### src/hdl/sli_pkg.sv
package sli_pkg;

    localparam int CAPACITY    = 16;
    localparam int VALUE_W     = 8;
    localparam int OUT_COUNT_W = 5;

    typedef enum logic [1:0] {
        ST_INSERTED  = 2'd0,
        ST_FULL      = 2'd1,
        ST_DELETED   = 2'd2,
        ST_NOT_FOUND = 2'd3
    } t_status;

    localparam logic MODE_INSERT = 1'b0;
    localparam logic MODE_DELETE = 1'b1;

    typedef struct packed {
        logic                        mode;
        logic signed [VALUE_W-1:0]   value;
    } t_sli_in;

    typedef struct packed {
        logic [1:0]                  status;
        logic [OUT_COUNT_W-1:0]      entry_count;
        logic signed [VALUE_W-1:0]   smallest;
    } t_sli_out;

    // command broadcast to every cell of the chain
    typedef struct packed {
        logic                        ins_we;
        logic                        del_go;
        logic signed [VALUE_W-1:0]   value;
    } t_sli_cmd;

endpackage

### src/hdl/sli_cell.sv
module sli_cell #(
    parameter int INDEX = 0,
    parameter int CNT_W = 5
) (
    input  logic                              i_clk,
    input  sli_pkg::t_sli_cmd                 i_cmd,
    input  logic [CNT_W-1:0]                  i_count,
    input  logic signed [sli_pkg::VALUE_W-1:0] i_left_value,
    input  logic                              i_left_lt,
    input  logic signed [sli_pkg::VALUE_W-1:0] i_right_value,
    input  logic                              i_found,
    output logic signed [sli_pkg::VALUE_W-1:0] o_value,
    output logic                              o_lt,
    output logic                              o_found,
    output logic signed [sli_pkg::VALUE_W-1:0] o_next_value
);

    logic signed [sli_pkg::VALUE_W-1:0] r_value;
    logic signed [sli_pkg::VALUE_W-1:0] n_value;
    logic                               occupied;

    assign occupied = (CNT_W'(INDEX) < i_count);

    // sorted order makes this flag monotone along the chain
    assign o_lt    = occupied && (i_cmd.value > r_value);
    // first equal entry at or before this cell
    assign o_found = i_found || (occupied && (r_value == i_cmd.value));

    always_comb begin
        n_value = r_value;
        if (i_cmd.ins_we && !o_lt) begin
            n_value = i_left_lt ? i_cmd.value : i_left_value;
        end else if (i_cmd.del_go && o_found) begin
            n_value = i_right_value;
        end
    end

    always_ff @(posedge i_clk) begin
        r_value <= n_value;
    end

    assign o_value      = r_value;
    assign o_next_value = n_value;

endmodule

### src/hdl/sorted_list_insert_delete.sv
// Channel   Direction  Handshake                 Payload
// command   in         start high, busy low      i_in  (mode, value)
// result    out        o_done one-cycle strobe   o_out (status, entry_count, smallest)
//
// One command is taken per cycle; busy stays low, so commands may arrive back to back.
// The result of a command appears on o_out with o_done in the cycle after it is taken;
// the whole chain of compare-and-shift cells settles combinationally in the cycle it is taken.
// Reset (synchronous, active low) empties the list and drops any pending result.
// The receiver cannot stall: o_done is high for one cycle, while o_out holds the result.
module sorted_list_insert_delete #(
    parameter int CAPACITY = sli_pkg::CAPACITY
) (
    input  logic              i_clk,
    input  logic              i_rst_n,
    input  logic              start,
    output logic              busy,
    input  sli_pkg::t_sli_in  i_in,
    output logic              o_done,
    output sli_pkg::t_sli_out o_out
);

    localparam int CNT_W = $clog2(CAPACITY + 1);

    logic [CNT_W-1:0]  r_count;
    logic [CNT_W-1:0]  n_count;
    logic              r_done;
    sli_pkg::t_sli_out r_out;
    sli_pkg::t_sli_out n_out;

    sli_pkg::t_sli_cmd cmd;
    logic              take;
    logic              full;

    logic signed [sli_pkg::VALUE_W-1:0] cell_value [CAPACITY];
    logic signed [sli_pkg::VALUE_W-1:0] cell_next  [CAPACITY];
    logic signed [sli_pkg::VALUE_W-1:0] head_next;
    logic [CAPACITY-1:0] lt;
    logic [CAPACITY-1:0] found;

    // every command completes in the cycle it is taken
    assign busy = 1'b0;
    assign take = start && !busy;
    assign full = (r_count == CNT_W'(CAPACITY));

    assign cmd.ins_we = take && (i_in.mode == sli_pkg::MODE_INSERT) && !full;
    assign cmd.del_go = take && (i_in.mode == sli_pkg::MODE_DELETE);
    assign cmd.value  = i_in.value;

    // chain of cells: insert shifts right from the slot, delete shifts left onto the match
    for (genvar g = 0; g < CAPACITY; g++) begin : g_cell
        logic signed [sli_pkg::VALUE_W-1:0] left_value;
        logic signed [sli_pkg::VALUE_W-1:0] right_value;
        logic                               left_lt;
        logic                               found_in;

        if (g == 0) begin : g_first
            assign left_value = cmd.value;
            assign left_lt    = 1'b1;
            assign found_in   = 1'b0;
        end else begin : g_mid
            assign left_value = cell_value[g-1];
            assign left_lt    = lt[g-1];
            assign found_in   = found[g-1];
        end

        if (g == CAPACITY - 1) begin : g_last
            // the last slot falls out of use on delete; hold its value
            assign right_value = cell_value[g];
        end else begin : g_inner
            assign right_value = cell_value[g+1];
        end

        sli_cell #(
            .INDEX (g),
            .CNT_W (CNT_W)
        ) u_cell (
            .i_clk         (i_clk),
            .i_cmd         (cmd),
            .i_count       (r_count),
            .i_left_value  (left_value),
            .i_left_lt     (left_lt),
            .i_right_value (right_value),
            .i_found       (found_in),
            .o_value       (cell_value[g]),
            .o_lt          (lt[g]),
            .o_found       (found[g]),
            .o_next_value  (cell_next[g])
        );
    end

    // the head after this command is the next value of the first cell
    assign head_next = cell_next[0];

    // count update and result formation
    always_comb begin
        n_count = r_count;
        n_out   = r_out;
        if (take) begin
            if (i_in.mode == sli_pkg::MODE_INSERT) begin
                if (full) begin
                    n_out.status = sli_pkg::ST_FULL;
                end else begin
                    n_count      = r_count + CNT_W'(1);
                    n_out.status = sli_pkg::ST_INSERTED;
                end
            end else begin
                if (found[CAPACITY-1]) begin
                    n_count      = r_count - CNT_W'(1);
                    n_out.status = sli_pkg::ST_DELETED;
                end else begin
                    n_out.status = sli_pkg::ST_NOT_FOUND;
                end
            end
            n_out.entry_count = sli_pkg::OUT_COUNT_W'(n_count);
            n_out.smallest    = (n_count != '0) ? head_next : '0;
        end
    end

    always_ff @(posedge i_clk) begin
        if (!i_rst_n) begin
            r_count <= '0;
            r_done  <= 1'b0;
        end else begin
            r_count <= n_count;
            r_done  <= take;
        end
    end

    // result payload: hold between commands
    always_ff @(posedge i_clk) begin
        r_out <= n_out;
    end

    assign o_done = r_done;
    assign o_out  = r_out;

endmodule
### config.mk
export PLATFORM = sky130hd
export DESIGN_NAME = sorted_list_insert_delete
export DESIGN_NICKNAME = d
export VERILOG_FILES = /design/src/hdl/sli_pkg.sv /design/src/hdl/sli_cell.sv /design/src/hdl/sorted_list_insert_delete.sv
export SDC_FILE = /design/constraint.sdc
export NUM_CORES = 1
export LEC_CHECK = 0
export BUFFER_PORTS_ARGS = -buffer_cell sky130_fd_sc_hd__buf_2
export CORE_MARGIN = 3
export CORE_UTILIZATION = 50
export CTS_CLUSTER_DIAMETER = 60
export DETAILED_ROUTE_END_ITERATION = 10
export PLACE_DENSITY = 0.66
export SLEW_MARGIN = 20
export SYNTH_ARGS = -nofsm -noshare
export SYNTH_HDL_FRONTEND = slang
export SYNTH_SLANG_ARGS = --single-unit
### constraint.sdc
create_clock -name i_clk -period 9.3 [get_ports i_clk]
set_clock_uncertainty 0.15 [all_clocks]
set_input_delay 2.325 -clock i_clk [delete_from_list [all_inputs] [get_ports i_clk]]
set_output_delay 2.325 -clock i_clk [all_outputs]
set_load 0.01 [all_outputs]
==> metrics.txt, run 1 <==
syn nets about 1300; sequential element share of the synthesized area 0.376; worst hold slack about 0.43 ns; Worst setup EP type flop; CP Launch Type input pin; Rows between 50 and 60; vias in the first global route 9138; grt total ovfl 0; Post-synth top cells a21oi_1 (155), inv_1 (139), mux2i_1 (139), edfxtp_1 (135), ha_1 (132); Netlist cell types 67; Final Hold Fails 0; final worst slack approximately 3.3 ns; Avg WL per Cell about 20 um; Avg Inst Size Synth about 9.6 um^2; antenna violations before repair 0; Max Freq ~0.17 GHz; Clock H-tree levels 4; die area 0.0249 mm^2; area delta synth->final 8.71%; initial DRC count a little over 800; Detail Route Antenna Nets 0; starting density of the core 0.518; worst endpoint required time between 9 and 10 ns; Rel. slew slack 0.298; total track usage 0.245; die height around 160 um; Hold-fix buffers, CTS 0; period utilization 0.649; Final min period around 6.0 ns; share of layout cells above drive strength 1 0.0867; top_reg_cell synth edfxtp_1; root buffer cell clkbuf_16; #FFs+latches synth roughly 150; Skew-Pair Late Insertion Delay around 0.44 ns; Top Ports 29; Reg clk slew, reported paths roughly 0.070 ns; number of antenna diodes 0; clock sink count 149; Hold WC Path Type reg -> reg; DP HPWL between 20 and 25 mm; synthesized area between 0.01 and 0.015 mm^2; CTS Buffer Depth 2; DR vias 9099; PwrDens roughly 160 mW/mm^2; number of synthesized flops with an enable pin 135; Worst VDD drop approximately 110 uV; Pleak roughly 5.6 nW; final net count roughly 1400; Final Setup Violations 0; GP Congestion approximately 0.84; Yosys top cell by area edfxtp_1; RSZ-0062 raised after global routing no; die span in x roughly 160 um; Mapped Cells 1203; CP max FO 17; CTS Buf Count 17; count leader, synth a21oi_1; Post-CTS Setup Bufs 0; Async SR Flop Fraction 0; critical path class in -> reg; Finished Core Util 0.563; TNS Setup 0 ns; Slew @ Worst Pin ~1.0 ns; first-pass GRT wire length 48.2 mm; DP Worst Slack approximately 2.8 ns; Synth top area share 0.352; post-cts sizing count 0; core area 0.0222 mm^2; Via-to-Cell Ratio approximately 6.1; Max Cap Violations 0; Total Wirelength roughly 30 mm; First-pass DRT Iterations 7; Synth area leaders edfxtp_1 (35%), ha_1 (14%), mux2i_1 (12%); status complete, no violations; largest net degree at the start of global routing 48; Max Slew Vio Count 0; PortBufs 27; Critical Path AT 6.05 ns; Synth Warn # 0; CTS tree done; # DRC 0
==> worst max-delay path: stages <==
cell and delay [ns]:
buf_2 0.34, inv_1 0.48, ha_1 0.45, nand4_1 0.11, a211oi_1 0.12, a2111oi_4 0.53, nand4_2 0.29, or3_4 0.55
nand3b_1 0.21, a211oi_2 0.51, a21oi_1 0.10
==> path summary, 6_finish.rpt <==
check,start,to,slack [ns],cells after the start
max,i_in[0],o_out[3],3.26,11
min,g_cell[14].u_cell.o_value[3],g_cell[15].u_cell.o_value[3],0.43,1
max reg2reg,r_count[4],o_out[3],5.35,8
min reg2reg,g_cell[14].u_cell.o_value[3],g_cell[15].u_cell.o_value[3],0.43,1
==> registers in the layout, indices dropped and copies added, names as in the netlist <==
register and flops:
g_cell.u_cell.o_value 128, o_done 1, o_out 15, r_count 5
==> logic make-up (layout without fill, tap and decap cells) <==
| kind of cell | Yosys count | in the layout | synth area share |
|---|---|---|---|
| other | 1 | 1 | 0.000326 |
| adders and majority gates | 132 | 132 | 0.143 |
| muxes | 147 | 147 | 0.129 |
| and+or+nand+nor | 199 | 199 | 0.0893 |
| xor gates and xnor gates | 5 | 5 | 0.00380 |
| DFF | 149 | 149 | 0.376 |
| AOI/OAI and AO/OA | 371 | 371 | 0.191 |
| buffers and inverters | 199 | 219 | 0.0671 |
==> routing by layer <==
metal | up-vias | global-route usage | routed length [um]
met5 | - | 0 | 0
met4 | 0 | 0.0591 | 399
met3 | 39 | 0.0410 | 1510
met2 | 233 | 0.405 | 14300
met1 | 4404 | 0.340 | 13900
li1 | 4423 | - | -
==> final cells by class <==
class / instances / area [um^2]
Clock inverter: 10 / 96.3
Sequential cell: 149 / 4330
Fill cell: 1964 / 9710
Multi-Input combinational cell: 855 / 6440
Tap cell: 280 / 350
Clock buffer: 22 / 497
Inverter: 141 / 529
Timing Repair Buffer: 46 / 275
==> where the power goes <==
part,leakage (nW),switching (W),internal (W)
clock network,0.279,0.000294,0.000408
registers,1.39,0.0000403,0.000799
logic,3.89,0.000244,0.000162
total,5.56,0.000579,0.00137
==> placed cells by master, fill, tap and decap left out, types with 28 or more instances in the layout <==
master / count
inv_1: 139
nand2_1: 53
mux2i_1: 139
o21a_1: 31
o21ai_0: 63
edfxtp_1: 135
a21oi_1: 155
o21ai_1: 49
ha_1: 132
buf_2: 28
nand4_1: 31
nor2_1: 42
==> per-stage QoR <==
stage,total power [W],area (um^2),instances
4_1_cts,0.00195,12500,1502
3_3_place_gp,0.00124,11900,1470
2_1_floorplan,0.00113,11500,1203
3_5_place_dp,0.00125,11900,1470
5_1_grt,0.00204,12500,1503
6_report,0.00195,12500,1503
Power figures use the tool's default switching activity.
==> run 2, diff against run 1 <==
clock period = 5.9 ns   (was 9.3 ns; I/O delays follow)
==> run 2 against run 1 <==
  * Non-clock buffer count grew 12
  * Critical path depth stayed put
  * Register-to-register slack worse by 3.4 ns
  * Count of clock-buffer cells in the layout is 5 lower
  * Flip-flop and latch count is the same
  * Critical path type unchanged
  * Critical endpoint is now o_out[4]
==> metrics.txt, run 2 (same netlist as run 1, synthesis figures left out) <==
DR vias 9264 (was 9099); worst hold slack 0.433 ns (was 0.434 ns); final net count 1366 (was 1354); # DRC 0 (unchanged); largest stage delay on the critical path 0.59 ns (was 0.55 ns); Clock H-tree levels 4 (unchanged); most common cell after layout, fill and taps aside a21oi_1 (unchanged); Skew-Pair Late Insertion Delay 0.43 ns (was 0.44 ns); most frequent cells in the layout a21oi_1 (155), inv_1 (139), mux2i_1 (139), edfxtp_1 (135), ha_1 (132) (unchanged); Total Wirelength 31.1 mm (was 30.1 mm); PwrDens 244 mW/mm^2 (was 155 mW/mm^2); largest net degree at the start of global routing 49 (was 48); initial DRC count 823 (was 829); area delta synth->final 9.32% (was 8.71%); Via-to-Cell Ratio 6.11 (was 6.05); slowest CP cell a2111oi_2 (was or3_4); max reg flops 128 (unchanged); Hold WC Path Type reg -> reg (unchanged); clock sink count 149 (unchanged); Reg2Reg Launch Point r_count[4] (unchanged); worst endpoint required time 5.90 ns (was 9.31 ns); Detail Route Antenna Nets 0 (unchanged); Reg clk slew, reported paths 0.07 ns (about the same); CP Launch Type input pin (unchanged); min-delay src g_cell[14].u_cell.o_value[6] (was g_cell[14].u_cell.o_value[3]); Hold-fix buffers, CTS 0 (unchanged); clock power share 0.354 (was 0.360); RSZ-0062 raised after global routing no (unchanged); worst hold path endpoint g_cell[15].u_cell.o_value[6] (was g_cell[15].u_cell.o_value[3]); sw frac 0.311 (was 0.297); Worst R2R Setup Slack 1.93 ns (was 5.35 ns); post-placement cell count 1483 (was 1470); CP max FO 17 (unchanged); first-pass GRT wire length 49.7 mm (was 48.2 mm); Final Hold Fails 0 (unchanged); Worst setup EP type flop (unchanged); final worst slack 0.806 ns (was 3.26 ns); FF-to-FF End o_out[4] (was o_out[3]); Slew @ Worst Pin 1.09 ns (was 1.05 ns); Reg power frac 0.431 (about the same); antenna violations before repair 0 (unchanged); Pleak 5.62 nW (was 5.56 nW); Worst VDD drop 211 uV (was 110 uV); total track usage 0.255 (was 0.245); crit-path cells buf_2 -> inv_1 -> ha_1 -> nand4_1 -> a211oi_1 -> a2111oi_2 -> nand4_2 -> or3_4 -> nand3b_1 -> a211oi_2 -> a21oi_1 (was buf_2 -> inv_1 -> ha_1 -> nand4_1 -> a211oi_1 -> a2111oi_4 -> nand4_2 -> or3_4 -> nand3b_1 -> a211oi_2 -> a21oi_1); First-pass DRT Iterations 5 (was 7); GP Congestion 0.866 (was 0.836); multi-input logic area 0.00644 mm^2 (unchanged); critical path class in -> reg (unchanged); CTS Buf Count 17 (unchanged); hold path depth 1 (unchanged); share of layout cells above drive strength 1 0.0964 (was 0.0867); Cell Count, Final, Fillers Out 1515 (was 1503); TNS Setup 0 ns (unchanged); period utilization 0.863; post-cts sizing count 0 (unchanged); core area 0.0222 mm^2 (unchanged); die height 158 um (unchanged); PortBufs 27 (unchanged); Avg WL per Cell 20.5 um (was 20.0 um); CTS tree done (unchanged); root buffer cell clkbuf_16 (unchanged); Filler cells 1920 (was 1964); vias in the first global route 9199 (was 9138); starting density of the core 0.518 (unchanged); die span in x 158 um (unchanged); storage element area 0.00433 mm^2 (unchanged); Top Ports 29 (unchanged); r2r worst-path depth 8 (unchanged); NetSw 0.000955 W (was 0.000579 W); CTS Buffer Depth 2 (unchanged); Max Slew Vio Count 0 (unchanged); Post-CTS Setup Bufs 0 (unchanged); Max Cap Violations 0 (unchanged); Rows 54 (unchanged); status complete, no violations (unchanged); Final min period 5.09 ns; Rel. slew slack 0.274 (was 0.298); Max Freq slightly below 0.2 GHz; Int Power 0.00211 W (was 0.00137 W); DP HPWL 22.5 mm (was 21.2 mm); number of antenna diodes 0 (unchanged); grt total ovfl 0 (unchanged); Crit. Startpoint i_in[0] (unchanged); combinational fraction of design power 0.214 (was 0.209); Final Setup Violations 0 (unchanged); Critical Path AT 5.09 ns (was 6.05 ns); die area 0.0249 mm^2 (unchanged); DP Worst Slack 0.359 ns (was 2.84 ns)
==> run 2: cell count changes in the layout (fill, tap and decap cells not counted), moves of 3 or more <==
cell | previous run | this run
buf_4 | 18 | 31
inv_6 | 0 | 5
o21ai_0 | 63 | 66
o21ai_1 | 49 | 46
==> run 2: metal layers <==
metal / vias to the layer above / part of all wire / GRT usage
met2: 278 / 0.48 / 0.412
met4: 0 / 0.015 / 0.0645
met1: 4490 / 0.46 / 0.357
met3: 47 / 0.051 / 0.0432
met5: - / 0 / 0
li1: 4449 / - / -
==> run 2: area by class of cell <==
cell class                      count  area share
Multi-Input combinational cell    855       0.511
Tap cell                          280      0.0278
Timing Repair Buffer               58      0.0292
Clock inverter                     15      0.0115
Sequential cell                   149       0.344
Clock buffer                       17      0.0338
Inverter                          141      0.0420
==> run 2: how the worst max path moves through the flow <==
stage	to	slack, ns	cells after the start
floorplan	g_cell[8].u_cell.o_value[0]	1.01	13
global placement	o_out[2]	0.49	11
detailed placement	o_out[4]	0.36	11
CTS	o_out[4]	0.82	11
global route	o_out[4]	0.53	11
finish	o_out[4]	0.81	11
==> run 2: stage by stage <==
stage | total power [W] | instance area, um^2 | util
6_report | 0.00307 | 12600 | 0.566
3_5_place_dp | 0.00199 | 12000 | 0.541
5_1_grt | 0.00322 | 12600 | 0.566
4_1_cts | 0.00308 | 12600 | 0.566
3_3_place_gp | 0.00198 | 12000 | 0.541
2_1_floorplan | 0.00178 | 11500 | -
==> run 2: power groups by stage <==
| stage | registers, W | logic, W | clock network, W |
|---|---|---|---|
| 6_report | 0.00132 | 0.000658 | 0.00109 |
| 5_1_grt | 0.00133 | 0.000742 | 0.00114 |
| 4_1_cts | 0.00132 | 0.000652 | 0.00110 |
| 3_5_place_dp | 0.00135 | 0.000645 | 0 |
| 3_3_place_gp | 0.00135 | 0.000635 | 0 |
| 2_1_floorplan | 0.00132 | 0.000460 | 0 |
==> run 2: worst max-delay path: cells and delay by family <==
family | cells | cell delay (ns)
AOI/OAI and AO/OA | 4 | 1.32
and+or+nand+nor | 4 | 1.11
buffers and inverters | 2 | 0.78
adders and majority gates | 1 | 0.39
